**src/rtl/core/integer_to_ascii_digits_unit_assert.svh**
```systemverilog
// Assertion macros shared by the integer-to-ASCII unit.
`ifndef INTEGER_TO_ASCII_DIGITS_UNIT_ASSERT_SVH
`define INTEGER_TO_ASCII_DIGITS_UNIT_ASSERT_SVH

// Same-cycle implication, checked out of reset.
`define ITOA_ASSERT_NOW(label, ante, cons) \
  label: assert property (@(posedge clk_i) disable iff (!rst_ni) (ante) |-> (cons)) \
    else $error("itoa assertion failed");

// Next-cycle implication, checked out of reset.
`define ITOA_ASSERT_NEXT(label, ante, cons) \
  label: assert property (@(posedge clk_i) disable iff (!rst_ni) (ante) |=> (cons)) \
    else $error("itoa assertion failed");

`endif

```
**src/rtl/core/itoa_pkg.sv**
```systemverilog
// Shared types, constants and glyph lookup for the integer-to-ASCII unit.
`timescale 1ns / 1ps

package itoa_pkg;

  localparam int ValueWidth     = 32;
  localparam int DigitCount     = 10;
  localparam int DigitIdxWidth  = $clog2(DigitCount);
  localparam int StepCountWidth = $clog2(ValueWidth + 1);

  localparam logic [7:0] MinusChar = 8'h2D;

  typedef enum logic [2:0] {
    ST_IDLE,
    ST_CONV,
    ST_SIGN,
    ST_SKIP,
    ST_EMIT
  } itoa_state_e;

  typedef logic [DigitCount-1:0][3:0] itoa_digits_t;

  typedef struct packed {
    logic                  start;
    logic                  hex;
    logic [ValueWidth-1:0] mag;
  } itoa_cmd_t;

  typedef struct packed {
    logic         done;
    itoa_digits_t digits;
  } itoa_status_t;

  function automatic logic [7:0] digit_glyph(input logic [3:0] nib);
    logic [7:0] ch;
    case (nib)
      4'h0: ch = 8'h30;
      4'h1: ch = 8'h31;
      4'h2: ch = 8'h32;
      4'h3: ch = 8'h33;
      4'h4: ch = 8'h34;
      4'h5: ch = 8'h35;
      4'h6: ch = 8'h36;
      4'h7: ch = 8'h37;
      4'h8: ch = 8'h38;
      4'h9: ch = 8'h39;
      4'hA: ch = 8'h41;
      4'hB: ch = 8'h42;
      4'hC: ch = 8'h43;
      4'hD: ch = 8'h44;
      4'hE: ch = 8'h45;
      default: ch = 8'h46;
    endcase
    return ch;
  endfunction

endpackage

```
**src/rtl/core/itoa_dabble.sv**
```systemverilog
// Shift-and-add-3 binary to BCD converter, one bit per cycle; hex loads directly.
`timescale 1ns / 1ps

module itoa_dabble (
  input  logic                 clk_i,
  input  logic                 rst_ni,
  input  itoa_pkg::itoa_cmd_t  cmd_i,
  output itoa_pkg::itoa_status_t status_o
);

  logic [itoa_pkg::ValueWidth-1:0]     bin_q, bin_d;
  itoa_pkg::itoa_digits_t              bcd_q, bcd_d;
  logic [itoa_pkg::StepCountWidth-1:0] cnt_q, cnt_d;
  logic                                busy_q, busy_d;
  logic                                done_q, done_d;
  itoa_pkg::itoa_digits_t              adj;

  // add 3 to every digit of 5 or more before the shift
  always_comb begin
    for (int i = 0; i < itoa_pkg::DigitCount; i++) begin
      adj[i] = (bcd_q[i] >= 4'd5) ? bcd_q[i] + 4'd3 : bcd_q[i];
    end
  end

  always_comb begin
    bin_d  = bin_q;
    bcd_d  = bcd_q;
    cnt_d  = cnt_q;
    busy_d = busy_q;
    done_d = 1'b0;
    if (cmd_i.start) begin
      if (cmd_i.hex) begin
        bcd_d  = itoa_pkg::itoa_digits_t'(
                   {{(itoa_pkg::DigitCount * 4 - itoa_pkg::ValueWidth){1'b0}}, cmd_i.mag});
        done_d = 1'b1;
      end else begin
        bin_d  = cmd_i.mag;
        bcd_d  = '0;
        cnt_d  = itoa_pkg::StepCountWidth'(itoa_pkg::ValueWidth);
        busy_d = 1'b1;
      end
    end else if (busy_q) begin
      {bcd_d, bin_d} = {adj, bin_q} << 1;
      cnt_d          = cnt_q - 1'b1;
      if (cnt_q == itoa_pkg::StepCountWidth'(1)) begin
        busy_d = 1'b0;
        done_d = 1'b1;
      end
    end
  end

  always_ff @(posedge clk_i or negedge rst_ni) begin
    if (!rst_ni) begin
      cnt_q  <= '0;
      busy_q <= 1'b0;
      done_q <= 1'b0;
    end else begin
      cnt_q  <= cnt_d;
      busy_q <= busy_d;
      done_q <= done_d;
    end
  end

  always_ff @(posedge clk_i) begin
    bin_q <= bin_d;
    bcd_q <= bcd_d;
  end

  assign status_o.done   = done_q;
  assign status_o.digits = bcd_q;

endmodule

```
**src/rtl/core/integer_to_ascii_digits_unit.sv**
```systemverilog
// Top level: converts a 32-bit word to ASCII decimal or hex text, one character per transfer.
//
//  channel | dir | tdata                  | tuser                         | tlast
//  s_axis  | in  | [31:0] value_word      | [0] hex_base, [1] signed_mode | -
//  m_axis  | out | [7:0]  out_char        | -                             | last_char
//
// Decimal: the word is accepted, run through 32 shift-add-3 steps and its digits collected;
// leading zeros are then skipped one at a time (up to 9) until the first digit is found,
// and the characters are sent, one per transfer. Hex loads directly and skips the shift steps.
// s_axis_tready_o is high only while idle; the last character may still wait
// in the output register while the next word is taken.
// Reset clears the sequencer and the output valid; m_axis stalls hold the sequencer in its sign and emit states.
`timescale 1ns / 1ps

module integer_to_ascii_digits_unit (
  input  logic        clk_i,
  input  logic        rst_ni,
  input  logic        s_axis_tvalid_i,
  output logic        s_axis_tready_o,
  input  logic [31:0] s_axis_tdata_i,   // [31:0] value_word
  input  logic [1:0]  s_axis_tuser_i,   // [0] hex_base, [1] signed_mode
  output logic        m_axis_tvalid_o,
  input  logic        m_axis_tready_i,
  output logic [7:0]  m_axis_tdata_o,   // [7:0] out_char
  output logic        m_axis_tlast_o    // last_char
);

  itoa_pkg::itoa_state_e              state_q, state_d;
  logic [itoa_pkg::DigitIdxWidth-1:0] ptr_q, ptr_d;
  logic                               neg_q, neg_d;
  logic                               out_valid_q, out_valid_d;
  logic [7:0]                         out_char_q, out_char_d;
  logic                               out_last_q, out_last_d;
  itoa_pkg::itoa_cmd_t                cmd;
  itoa_pkg::itoa_status_t             status;
  logic                               in_xfer;
  logic                               out_free;
  logic                               neg_in;
  logic [3:0]                         cur_digit;

  assign in_xfer   = s_axis_tvalid_i && s_axis_tready_o;
  assign out_free  = !out_valid_q || m_axis_tready_i;
  assign neg_in    = s_axis_tuser_i[1] && s_axis_tdata_i[31];
  assign cur_digit = status.digits[ptr_q];

  assign cmd.start = in_xfer;
  assign cmd.hex   = s_axis_tuser_i[0];
  assign cmd.mag   = neg_in ? (~s_axis_tdata_i + 32'd1) : s_axis_tdata_i;

  itoa_dabble u_dabble (
    .clk_i    (clk_i),
    .rst_ni   (rst_ni),
    .cmd_i    (cmd),
    .status_o (status)
  );

  // next state
  always_comb begin
    state_d = state_q;
    case (state_q)
      itoa_pkg::ST_IDLE: if (in_xfer) state_d = itoa_pkg::ST_CONV;
      itoa_pkg::ST_CONV: begin
        if (status.done) state_d = neg_q ? itoa_pkg::ST_SIGN : itoa_pkg::ST_SKIP;
      end
      itoa_pkg::ST_SIGN: if (out_free) state_d = itoa_pkg::ST_SKIP;
      itoa_pkg::ST_SKIP: begin
        if (cur_digit != 4'd0 || ptr_q == '0) state_d = itoa_pkg::ST_EMIT;
      end
      itoa_pkg::ST_EMIT: if (out_free && ptr_q == '0) state_d = itoa_pkg::ST_IDLE;
      default: state_d = itoa_pkg::ST_IDLE;
    endcase
  end

  // datapath and output register control
  always_comb begin
    ptr_d       = ptr_q;
    neg_d       = neg_q;
    out_valid_d = out_valid_q && !m_axis_tready_i;
    out_char_d  = out_char_q;
    out_last_d  = out_last_q;
    s_axis_tready_o = 1'b0;
    case (state_q)
      itoa_pkg::ST_IDLE: begin
        s_axis_tready_o = 1'b1;
        if (s_axis_tvalid_i) neg_d = neg_in;
      end
      itoa_pkg::ST_CONV: begin
        ptr_d = itoa_pkg::DigitIdxWidth'(itoa_pkg::DigitCount - 1);
      end
      itoa_pkg::ST_SIGN: begin
        if (out_free) begin
          out_valid_d = 1'b1;
          out_char_d  = itoa_pkg::MinusChar;
          out_last_d  = 1'b0;
        end
      end
      itoa_pkg::ST_SKIP: begin
        // drop leading zeros, keep at least one digit
        if (cur_digit == 4'd0 && ptr_q != '0) ptr_d = ptr_q - 1'b1;
      end
      itoa_pkg::ST_EMIT: begin
        if (out_free) begin
          out_valid_d = 1'b1;
          out_char_d  = itoa_pkg::digit_glyph(cur_digit);
          out_last_d  = (ptr_q == '0);
          if (ptr_q != '0) ptr_d = ptr_q - 1'b1;
        end
      end
      default: ;
    endcase
  end

  always_ff @(posedge clk_i or negedge rst_ni) begin
    if (!rst_ni) begin
      state_q     <= itoa_pkg::ST_IDLE;
      ptr_q       <= '0;
      neg_q       <= 1'b0;
      out_valid_q <= 1'b0;
    end else begin
      state_q     <= state_d;
      ptr_q       <= ptr_d;
      neg_q       <= neg_d;
      out_valid_q <= out_valid_d;
    end
  end

  always_ff @(posedge clk_i) begin
    out_char_q <= out_char_d;
    out_last_q <= out_last_d;
  end

  assign m_axis_tvalid_o = out_valid_q;
  assign m_axis_tdata_o  = out_char_q;
  assign m_axis_tlast_o  = out_last_q;

`include "integer_to_ascii_digits_unit_assert.svh"

  `ITOA_ASSERT_NEXT(a_busy_after_accept, in_xfer, !s_axis_tready_o)
  `ITOA_ASSERT_NOW(a_done_only_in_conv, status.done, state_q == itoa_pkg::ST_CONV)
  `ITOA_ASSERT_NEXT(a_last_ends_item,
                    state_q == itoa_pkg::ST_EMIT && out_free && ptr_q == '0,
                    state_q == itoa_pkg::ST_IDLE && m_axis_tvalid_o && m_axis_tlast_o)

endmodule
```
**config.mk**
```make
export PLATFORM = sky130hd
export DESIGN_NAME = integer_to_ascii_digits_unit
export DESIGN_NICKNAME = d
export VERILOG_FILES = /design/src/rtl/core/itoa_pkg.sv /design/src/rtl/core/itoa_dabble.sv /design/src/rtl/core/integer_to_ascii_digits_unit.sv
export VERILOG_INCLUDE_DIRS = /design/src /design/src/rtl/core
export SDC_FILE = /design/constraint.sdc
export NUM_CORES = 1
export LEC_CHECK = 0
export ABC_CLOCK_PERIOD_IN_PS = 4200
export BUFFER_PORTS_ARGS = -buffer_cell sky130_fd_sc_hd__buf_2
export CORE_ASPECT_RATIO = 1.2
export CORE_UTILIZATION = 42
export CTS_CLUSTER_SIZE = 28
export DETAILED_ROUTE_END_ITERATION = 6
export GPL_TIMING_DRIVEN = 0
export PLACE_DENSITY = 0.72
export SKIP_CTS_REPAIR_TIMING = 1
export SLEW_MARGIN = 15
export SYNTH_ARGS = -nofsm -noshare
export SYNTH_HDL_FRONTEND = slang
export SYNTH_SLANG_ARGS = --single-unit
```
**constraint.sdc**
```tcl
create_clock -name clk_i -period 4.2 [get_ports clk_i]
set_input_delay 0.84 -clock clk_i [delete_from_list [all_inputs] [get_ports clk_i]]
set_output_delay 0.84 -clock clk_i [all_outputs]
set_load 0.02 [all_outputs]
```
Yosys cells after proc, flatten, opt, wreduce, memory -nomap -nowiden:

Memories as Yosys holds them, arrays and structs flattened.
Index checks and enable logic that the tools add are counted.

* register bits after elaboration: 98
* memory bits (read-only): 112
* memories kept: 1

Memory list
* (no name shown): words 16, bits a word 7, read ports 1, clocked after memory_dff 0, write ports 0, line itoa_pkg.sv:36 `case (nib)`

* add/subtract/negate cells: 13
* order comparisons: 11
* eq/ne operators: 14
* multiplexer cells: 50
* bitwise operators: 1
* reduce and logical (&&, ||, !) cells: 23

Operators with widths (number)
* 2-to-1 mux 32 bit: 5
* 2-to-1 mux 40 bit: 2
* 2-to-1 mux 4 bit: 13
* >= comparator 4 x 3 -> 1 bit (second input constant): 10
* adder 4 x 2 -> 4 bit (second input constant): 9
* adder 32 x 1 -> 32 bit (second input constant): 1
* inverter 32 bit: 1
* 2-to-1 mux 3 bit: 6
* 2-to-1 mux 6 bit: 3
* binary-select mux 4 bit (select 4 bit): 1
* 2-to-1 mux 8 bit: 2
* != test 2 bit (second input constant): 8
* one-hot mux 8 bit (2 select lines): 1
* one-hot mux 3 bit (5 select lines): 1
* 2-to-1 mux 1 bit: 14
* one-hot mux 4 bit (3 select lines): 1
* zero test 4 bit: 2
* nonzero test 4 bit: 2
* equality test 3 x 2 -> 1 bit (second input constant): 2
* equality test 6 x 1 -> 1 bit (second input constant): 1
* subtractor 6 x 1 -> 6 bit (second input constant): 1
* logical AND 1 bit: 5
* less-than comparator 4 x 5 -> 1 bit (second input constant): 1
* AND reduction 5 bit: 1
* other kinds (15): 19

Longest topological paths before layout:

Gate-level depths: netlist of run 1.

* depth after elaboration: 6
* mapped depth: 13

Hierarchy:

From an unflattened synthesis of run 1, not the netlist that was laid out.

* cell total of the unflattened synthesis: 602
* area total of the unflattened synthesis: 6317.3 sq um

By module, submodules not included
* itoa_dabble: instances 1, cells each 361, area an instance 4291.6 sq um, seq. area each 2362.3 sq um
* integer_to_ascii_digits_unit: instances 1, cells each 241, area an instance 2025.7 sq um, seq. area each 465.4 sq um

Worst setup path before layout of run 1:

OpenSTA, ideal clock, no wires.

* path type: reg2reg
* from: register state_q[1]
* to: register u_dabble.cnt_q[1] (netlist bit)
* arrival: 4.129 ns
* required time: 3.929 ns
* path slack: -0.200 ns
* stages on the path, launching flop included: 6
* period minus slack after synthesis: 4.400 ns
* cells stage by stage: dfrtp_1 -> clkbuf_1 -> nor3_1 -> nand2_1 -> o21ai_0 -> o22ai_1

* longest elaborated chain between the ends: 5
* elaborated cells between the ends (all ways): 7
* classes of those cells: 1 x eq/ne; 2 x mux; 4 x reduce/logical

Ends and longest elaborated chain
* from (decl): line integer_to_ascii_digits_unit.sv:28 `itoa_pkg::itoa_state_e state_q, state_d;`
* from (signal assigned): line integer_to_ascii_digits_unit.sv:115 `state_q <= itoa_pkg::ST_IDLE;`
* from (signal assigned): line integer_to_ascii_digits_unit.sv:120 `state_q <= state_d;`
* zero test 3 bit (*): line integer_to_ascii_digits_unit.sv:82 `case (state_q)`
* 2-to-1 mux 1 bit (*): line integer_to_ascii_digits_unit.sv:82
* named net s_axis_tready_o: line integer_to_ascii_digits_unit.sv:19 `output logic s_axis_tready_o,`
* logical AND 1 bit (*): line integer_to_ascii_digits_unit.sv:41 `assign in_xfer = s_axis_tvalid_i && s_axis_tready_o;`
* != test 2 bit (no line) / nonzero test 2 bit (equally long branches)
* AND reduction 2 bit (no line)
* to (signal assigned): line itoa_dabble.sv:58 `cnt_q <= cnt_d;`
* to (decl): line itoa_dabble.sv:13 `logic [itoa_pkg::StepCountWidth-1:0] cnt_q, cnt_d;`

The timed path passes the listed nets; every way through them passes the cells marked *.
A chain may end at the register's enable or synchronous reset.

Worst setup path in the final report of run 1:

* from: register ptr_q[0] (netlist bit)
* to: register ptr_q[2] (netlist bit)

* longest elaborated chain between the ends: 6
* elaborated cells between the ends (all ways): 13
* classes of those cells: 1 x add/sub; 2 x eq/ne; 6 x mux; 4 x reduce/logical

Ends and longest elaborated chain
* from (decl): line integer_to_ascii_digits_unit.sv:29 `logic [itoa_pkg::DigitIdxWidth-1:0] ptr_q, ptr_d;`
* from (signal assigned): line integer_to_ascii_digits_unit.sv:121 `ptr_q <= ptr_d;`
* binary-select mux 4 bit (select 4 bit): line integer_to_ascii_digits_unit.sv:44 `assign cur_digit = status.digits[ptr_q];`
* 2-to-1 mux 4 bit (not written as such): line integer_to_ascii_digits_unit.sv:44
* zero test 4 bit: line integer_to_ascii_digits_unit.sv:99 `if (cur_digit == 4'd0 && ptr_q != '0) ptr_d = ptr_q - 1'b1;`
* logical AND 1 bit: line integer_to_ascii_digits_unit.sv:99
* != test 2 bit (no line)
* AND reduction 4 bit (no line)

Several ways; a longest one is shown, not always the timed one. The select of a mux whose other input is x is not followed.

==> results of run 1 <==
-- kinds of logic (layout without fill, tap and decap cells) --
family / count (synthesis) / in the layout
xor gates and xnor gates: 52 / 52
adders and majority gates: 28 / 28
other: 1 / 1
AOI/OAI and AO/OA: 163 / 163
DFF: 97 / 97
buffers and inverters: 59 / 124
muxes: 22 / 22
and+or+nand+nor: 187 / 187
-- metal layers --
| metal | part of all wire | global-route usage | vias up |
|---|---|---|---|
| met5 | 0 | 0 | - |
| met4 | 0.021 | 0.07508 | 0 |
| met2 | 0.52 | 0.3634 | 141 |
| li1 | - | - | 2326 |
| met1 | 0.42 | 0.2346 | 2351 |
| met3 | 0.041 | 0.02982 | 19 |
-- flip-flops by register name (all words and copies together) (netlist names) --
signal	cells
u_dabble.status_o	40
u_dabble.bin_q	32
m_axis_tdata_o	7
u_dabble.cnt_q	6
ptr_q	4
state_q	3
m_axis_tlast_o	1
m_axis_tvalid_o	1
neg_q	1
u_dabble.busy_q	1
u_dabble.done_q	1
-- cell type report --
| type | instances | area share |
|---|---|---|
| clock inverter | 6 | 0.008173 |
| multi-input combinational | 453 | 0.4404 |
| tap | 171 | 0.03106 |
| buffer | 27 | 0.01616 |
| clock buffer | 10 | 0.03632 |
| timing repair buffer | 49 | 0.03996 |
| inverter | 32 | 0.01744 |
| sequential | 97 | 0.4105 |
-- worst max-delay path by stage --
stage / end / cells past startpoint
5_1_grt: ptr_q[2] / 12
2_1_floorplan: u_dabble.bin_q[0] / 4
6_report: ptr_q[2] / 12
3_3_place_gp: u_dabble.cnt_q[1] / 5
3_5_place_dp: ptr_q[2] / 12
4_1_cts: ptr_q[2] / 12
-- per-stage QoR --
step | instances | cell area, µm² | hold slack [ns] | total power, mW
global route | 845 | 6889 | 0.4258 | 5.955
detailed placement | 829 | 6583 | 0.5140 | 4.670
CTS | 845 | 6889 | 0.4174 | 5.538
finish | 845 | 6889 | 0.4101 | 5.535
global placement | 827 | 6529 | 0.5019 | 4.475
floorplan | 609 | 6080 | 0.4505 | 3.977
-- critical path: cells and delay by family, from the launching register on --
kind | cells | cell delay, ns
compound gates | 4 | 1.02
fa+ha+maj | 1 | 0.16
buf+inv | 4 | 0.97
flops | 1 | 0.44
mux | 1 | 0.40
simple gates | 2 | 0.47
-- power groups by stage --
| stage | registers (mW) | logic (mW) | clock network (mW) |
|---|---|---|---|
| 2_1_floorplan | 2.06 | 1.92 | 0 |
| 3_3_place_gp | 2.15 | 2.33 | 0 |
| 3_5_place_dp | 2.15 | 2.52 | 0 |
| 4_1_cts | 2.13 | 2.56 | 0.850 |
| 5_1_grt | 2.19 | 2.87 | 0.891 |
| 6_report | 2.13 | 2.56 | 0.841 |
-- layout by cell type (no fill, tap or decap), types with 10 or more instances in the layout --
cell / instances
o21ai_0: 51
ha_1: 28
mux2i_1: 10
nor3_1: 10
buf_2: 49
nand2_1: 60
edfxtp_1: 80
inv_1: 31
nor2_1: 55
clkbuf_1: 21
nand2b_1: 17
o22ai_1: 23
dfrtp_1: 17
xor2_1: 22
clkbuf_16: 10
xnor2_1: 29
a21oi_1: 45
==> flow_metrics.tcl, run 1 <==
set metrics [dict create \
    pwr-share-comb 0.463 \
    syn2layout_area_growth_pct 13.32 \
    synth_fa_ha_area_frac 0.05763 \
    clock_sinks 97 \
    critPathSlowestCell "dfrtp_1" \
    yosysTopAreaCell "edfxtp_1" \
    syn-cell-area_um2 6080 \
    core_area_um2 13940 \
    nFillCells 1243 \
    postLayoutCoreUtil 0.4943 \
    startpoint "ptr_q[0]" \
    port_buffers 47 \
    synth_warnings 0 \
    synth_cell_types 61 \
    syn-num-nets 675 \
    grt_pass1_wl_um 23430 \
    antenna_cells 0 \
    antenna_violating_nets_post_route 0 \
    nets 735 \
    cpPeakStageDelay_ns 0.44 \
    finalWorstSetupSlack_ns 0.6287 \
    ys.flop_type "edfxtp_1" \
    h-tree-depth 3 \
    vias 4837 \
    p_leak_nw 2.748 \
    ys_ff_latch 97 \
    drt_iter0_markers 269 \
    tns_ns 0 \
    drive_gt1_frac 0.1484 \
    p_sw_frac 0.4007 \
    grt_pass1_vias 4873 \
    setup_viol 0 \
    synthMuxAreaShare 0.04919 \
    die_y_um 133.8 \
    peakVddDrop_uv 302.6 \
    cts_inserted_buffers 9 \
    syn_avg_cell_area_um2 9.983 \
    r2r_start "ptr_q[0]" \
    grt_max_degree 33 \
    wl_per_cell_um 16.79 \
    multi_input_area_um2 3034 \
    cts_tree "done" \
    regArea_um2 2828 \
    critPathLaunchType "flop" \
    synth_edf_count 80 \
    clock_latency_ns 0.35 \
    dieArea_um2 14960 \
    hold_violations 0 \
    crit_chain "clkbuf_4 > clkbuf_1 > mux4_2 > a221oi_1 > a21oi_1 > inv_1 > ha_1 > nand3_1 > or4_1 > buf_2 > a221o_1 > a22o_1" \
    maxCapViolations 0 \
    required_ns 4.44 \
    status "finished, violations left" \
    regToRegEndpoint "ptr_q[2]" \
    wirelength_um 14190 \
    cts_root_buf "clkbuf_16" \
    synth.top_cell.area_share 0.3951 \
    io_pins 49 \
    violations "design-rule violations" \
    hp-class "primary input to asynchronous set/reset pin" \
    synth_area_leaders "edfxtp_1, dfrtp_1, ha_1, o21ai_0, xnor2_1" \
    synth_cells 609 \
    power_frac_clock 0.152 \
    finalMaxSlewViolations 0 \
    pwr_density_cell_nw_per_um2 803.4 \
    yosysMostFrequentCell "edfxtp_1" \
    reg2reg_depth 12 \
    grt.overflow.total 0 \
    critPathKind "flop to flop" \
    power.internal_mw 3.317 \
    fin_skew_ns 0.009112 \
    antenna_found_initial 0 \
    arrival_ns 3.81 \
    rows 47 \
    ys_seq_area_frac 0.4651 \
    rsz0062_at_grt "false" \
    rrSetupSlack_ns 0.63 \
    dp.final_hpwl_um 10990 \
    start_util 0.4362 \
    grt_usage 0.1988 \
    crit_fanout 10 \
    synth_compound_area_frac 0.1636 \
    timing.final.crit_period_ns 3.571 \
    pre_cts_ws_ns 0.6697 \
    period_share 0.8503 \
    clk_path_buf_depth 2 \
    endpoint_kind "flop" \
    gp_routability_congestion 0.8428 \
    seq_power_share 0.385 \
    die_x_um 111.8 \
    vias_per_cell 5.724 \
    synth_common_cells "edfxtp_1, nand2_1, nor2_1" \
    clk_pin_slew_ns 0.07 \
    maxSlewHeadroom 0.5897 \
    p_sw_mw 2.218 \
    synth-simple-area-share 0.1496 \
    synth_xor_area_frac 0.07615 \
    worstMarginPinSlew_ns 0.6131 \
    async_reset_ff_frac 0.1753 \
    route.detailed.drc 2 \
    drtPass1Iterations 7 \
    synth_top_family_by_area "compound AO/OA/AOI/OAI gates" \
    fmax_mhz 280.0 \
]
Note: power is estimated with default switching activity, not from simulation.
==> run 2, diff against run 1 <==
--- a/config.mk
+++ b/config.mk
@@ -7,7 +7,7 @@
 export NUM_CORES = 1
 export LEC_CHECK = 0
 export ABC_CLOCK_PERIOD_IN_PS = 4200
-export BUFFER_PORTS_ARGS = -buffer_cell sky130_fd_sc_hd__buf_2
+export BUFFER_PORTS_ARGS = -buffer_cell sky130_fd_sc_hd__buf_4
 export CORE_ASPECT_RATIO = 1.2
 export CORE_UTILIZATION = 42
 export CTS_CLUSTER_SIZE = 28
==> run 2 against run 1 <==
  * The flow still finishes with violations (design-rule violations)
  * Sequential power hardly changed
  * Combinational power about the same
  * Cell area rose by 1.7%
  * Setup slack gained 0.11 ns
  * Total power down 0.60%
  * Non-clock buffer count stayed put
  * Sequential share of layout area is 0.70 points lower
  * Via count down 1.3%
  * Utilization grew 0.85 points
  * Die area is the same
  * Critical path type unchanged
  * Critical endpoint unchanged
==> flow_metrics.tcl, run 2 (synthesis results as in run 1) <==
set metrics [dict create \
    route.detailed.drc 2 \
    required_ns 4.43 \
    final_common_cell "edfxtp_1" \
    crit_fanout 10 \
    setup_viol 0 \
    status "finished, violations left" \
    io_pins 49 \
    tns_ns 0 \
    endpoint_kind "flop" \
    fmax_mhz 289.0 \
    crit_chain "clkbuf_4 > clkbuf_1 > mux4_2 > a221oi_1 > a21oi_1 > inv_1 > ha_1 > nand3_1 > or4_1 > buf_2 > a221o_1 > a22o_1" \
    critPathKind "flop to flop" \
    fin_cells 845 \
    die_y_um 133.8 \
    wl_per_cell_um 16.55 \
    drtPass1Iterations 7 \
    finalWorstSetupSlack_ns 0.7393 \
    vias 4772 \
    dp.cells 829 \
    grt_max_degree 28 \
    critPathSlowestCell "dfrtp_1" \
    antenna_found_initial 0 \
    cts_root_buf "clkbuf_16" \
    violations "design-rule violations" \
    timing.final.crit_period_ns 3.461 \
    dp.final_hpwl_um 10800 \
    start_util 0.4362 \
    wirelength_um 13980 \
    hp-class "primary input to asynchronous set/reset pin" \
    maxSlewHeadroom 0.5996 \
    rsz0062_at_grt "false" \
    place_area_um2 6708 \
    die_x_um 111.8 \
    pwr_density_cell_nw_per_um2 785.0 \
    h-tree-depth 3 \
    syn2layout_area_growth_pct 15.27 \
    rrSetupSlack_ns 0.74 \
    clock_latency_ns 0.34 \
    fin_skew_ns 0.006037 \
    period_share 0.8240 \
    critPathLaunchType "flop" \
    antenna_cells 0 \
    gp_routability_congestion 0.8382 \
    dieArea_um2 14960 \
    drive_gt1_frac 0.1469 \
    nets 735 \
    grt_usage 0.1919 \
    clock_sinks 97 \
    maxCapViolations 0 \
    regToRegEndpoint "ptr_q[2]" \
    rows 47 \
    pre_cts_ws_ns 0.7067 \
    hold_violations 0 \
    core_area_um2 13940 \
    p_total_mw 5.501 \
    largest_reg_flops 40 \
    grt.overflow.total 0 \
    p_leak_nw 2.789 \
    grt_pass1_wl_um 22760 \
    holdWs_ns 0.3572 \
    drt_iter0_markers 339 \
    worstMarginPinSlew_ns 0.5984 \
    reg2reg_depth 12 \
    cts_inserted_buffers 9 \
    vias_per_cell 5.647 \
    port_buffers 47 \
    arrival_ns 3.69 \
    r2r_start "ptr_q[0]" \
    clk_pin_slew_ns 0.07 \
    cpPeakStageDelay_ns 0.42 \
    antenna_violating_nets_post_route 0 \
    final_cell_mix "edfxtp_1, nand2_1, nor2_1" \
    peakVddDrop_uv 295.2 \
    final_area_um2 7008 \
    cts_tree "done" \
    grt_pass1_vias 4635 \
    clk_path_buf_depth 2 \
    finalMaxSlewViolations 0 \
    postLayoutCoreUtil 0.5028 \
]
## run 2: worst max-delay path: cells and delay by family (launching register included)
family / cells / cell delay [ns]
and+or+nand+nor: 2 / 0.46
adders and majority gates: 1 / 0.16
buffers and inverters: 4 / 0.96
muxes: 1 / 0.39
DFF: 1 / 0.42
AOI/OAI and AO/OA: 4 / 0.95
## run 2: final cells by class
type | count | area [µm²]
Tap cell | 171 | 214.0
Buffer | 27 | 111.4
Timing Repair Buffer | 49 | 400.4
Clock inverter | 4 | 32.53
Sequential cell | 97 | 2828
Fill cell | 1228 | 6929
Multi-Input combinational cell | 453 | 3034
Clock buffer | 12 | 267.8
Inverter | 32 | 120.1
## run 2: where the power goes
part,total (mW),internal [mW],switching (mW),leakage (nW)
clock network,0.818,0.460,0.358,0.149
logic,2.55,1.10,1.45,1.63
registers,2.13,1.79,0.345,1.01
total,5.50,3.35,2.15,2.79
## run 2: routing by layer
metal  global-route usage  wire [µm]
met1               0.2426       5972
met2               0.3357       7208
met3              0.02937        595
met4              0.06231        205
met5                    0          0
## run 2: worst max-delay path by stage
stage	start	end	cells past startpoint
floorplan	state_q[1]	u_dabble.bin_q[0]	4
global placement	state_q[1]	u_dabble.cnt_q[1]	5
detailed placement	ptr_q[0]	ptr_q[2]	12
CTS	ptr_q[0]	ptr_q[2]	12
global route	ptr_q[0]	ptr_q[2]	12
finish	ptr_q[0]	ptr_q[2]	12
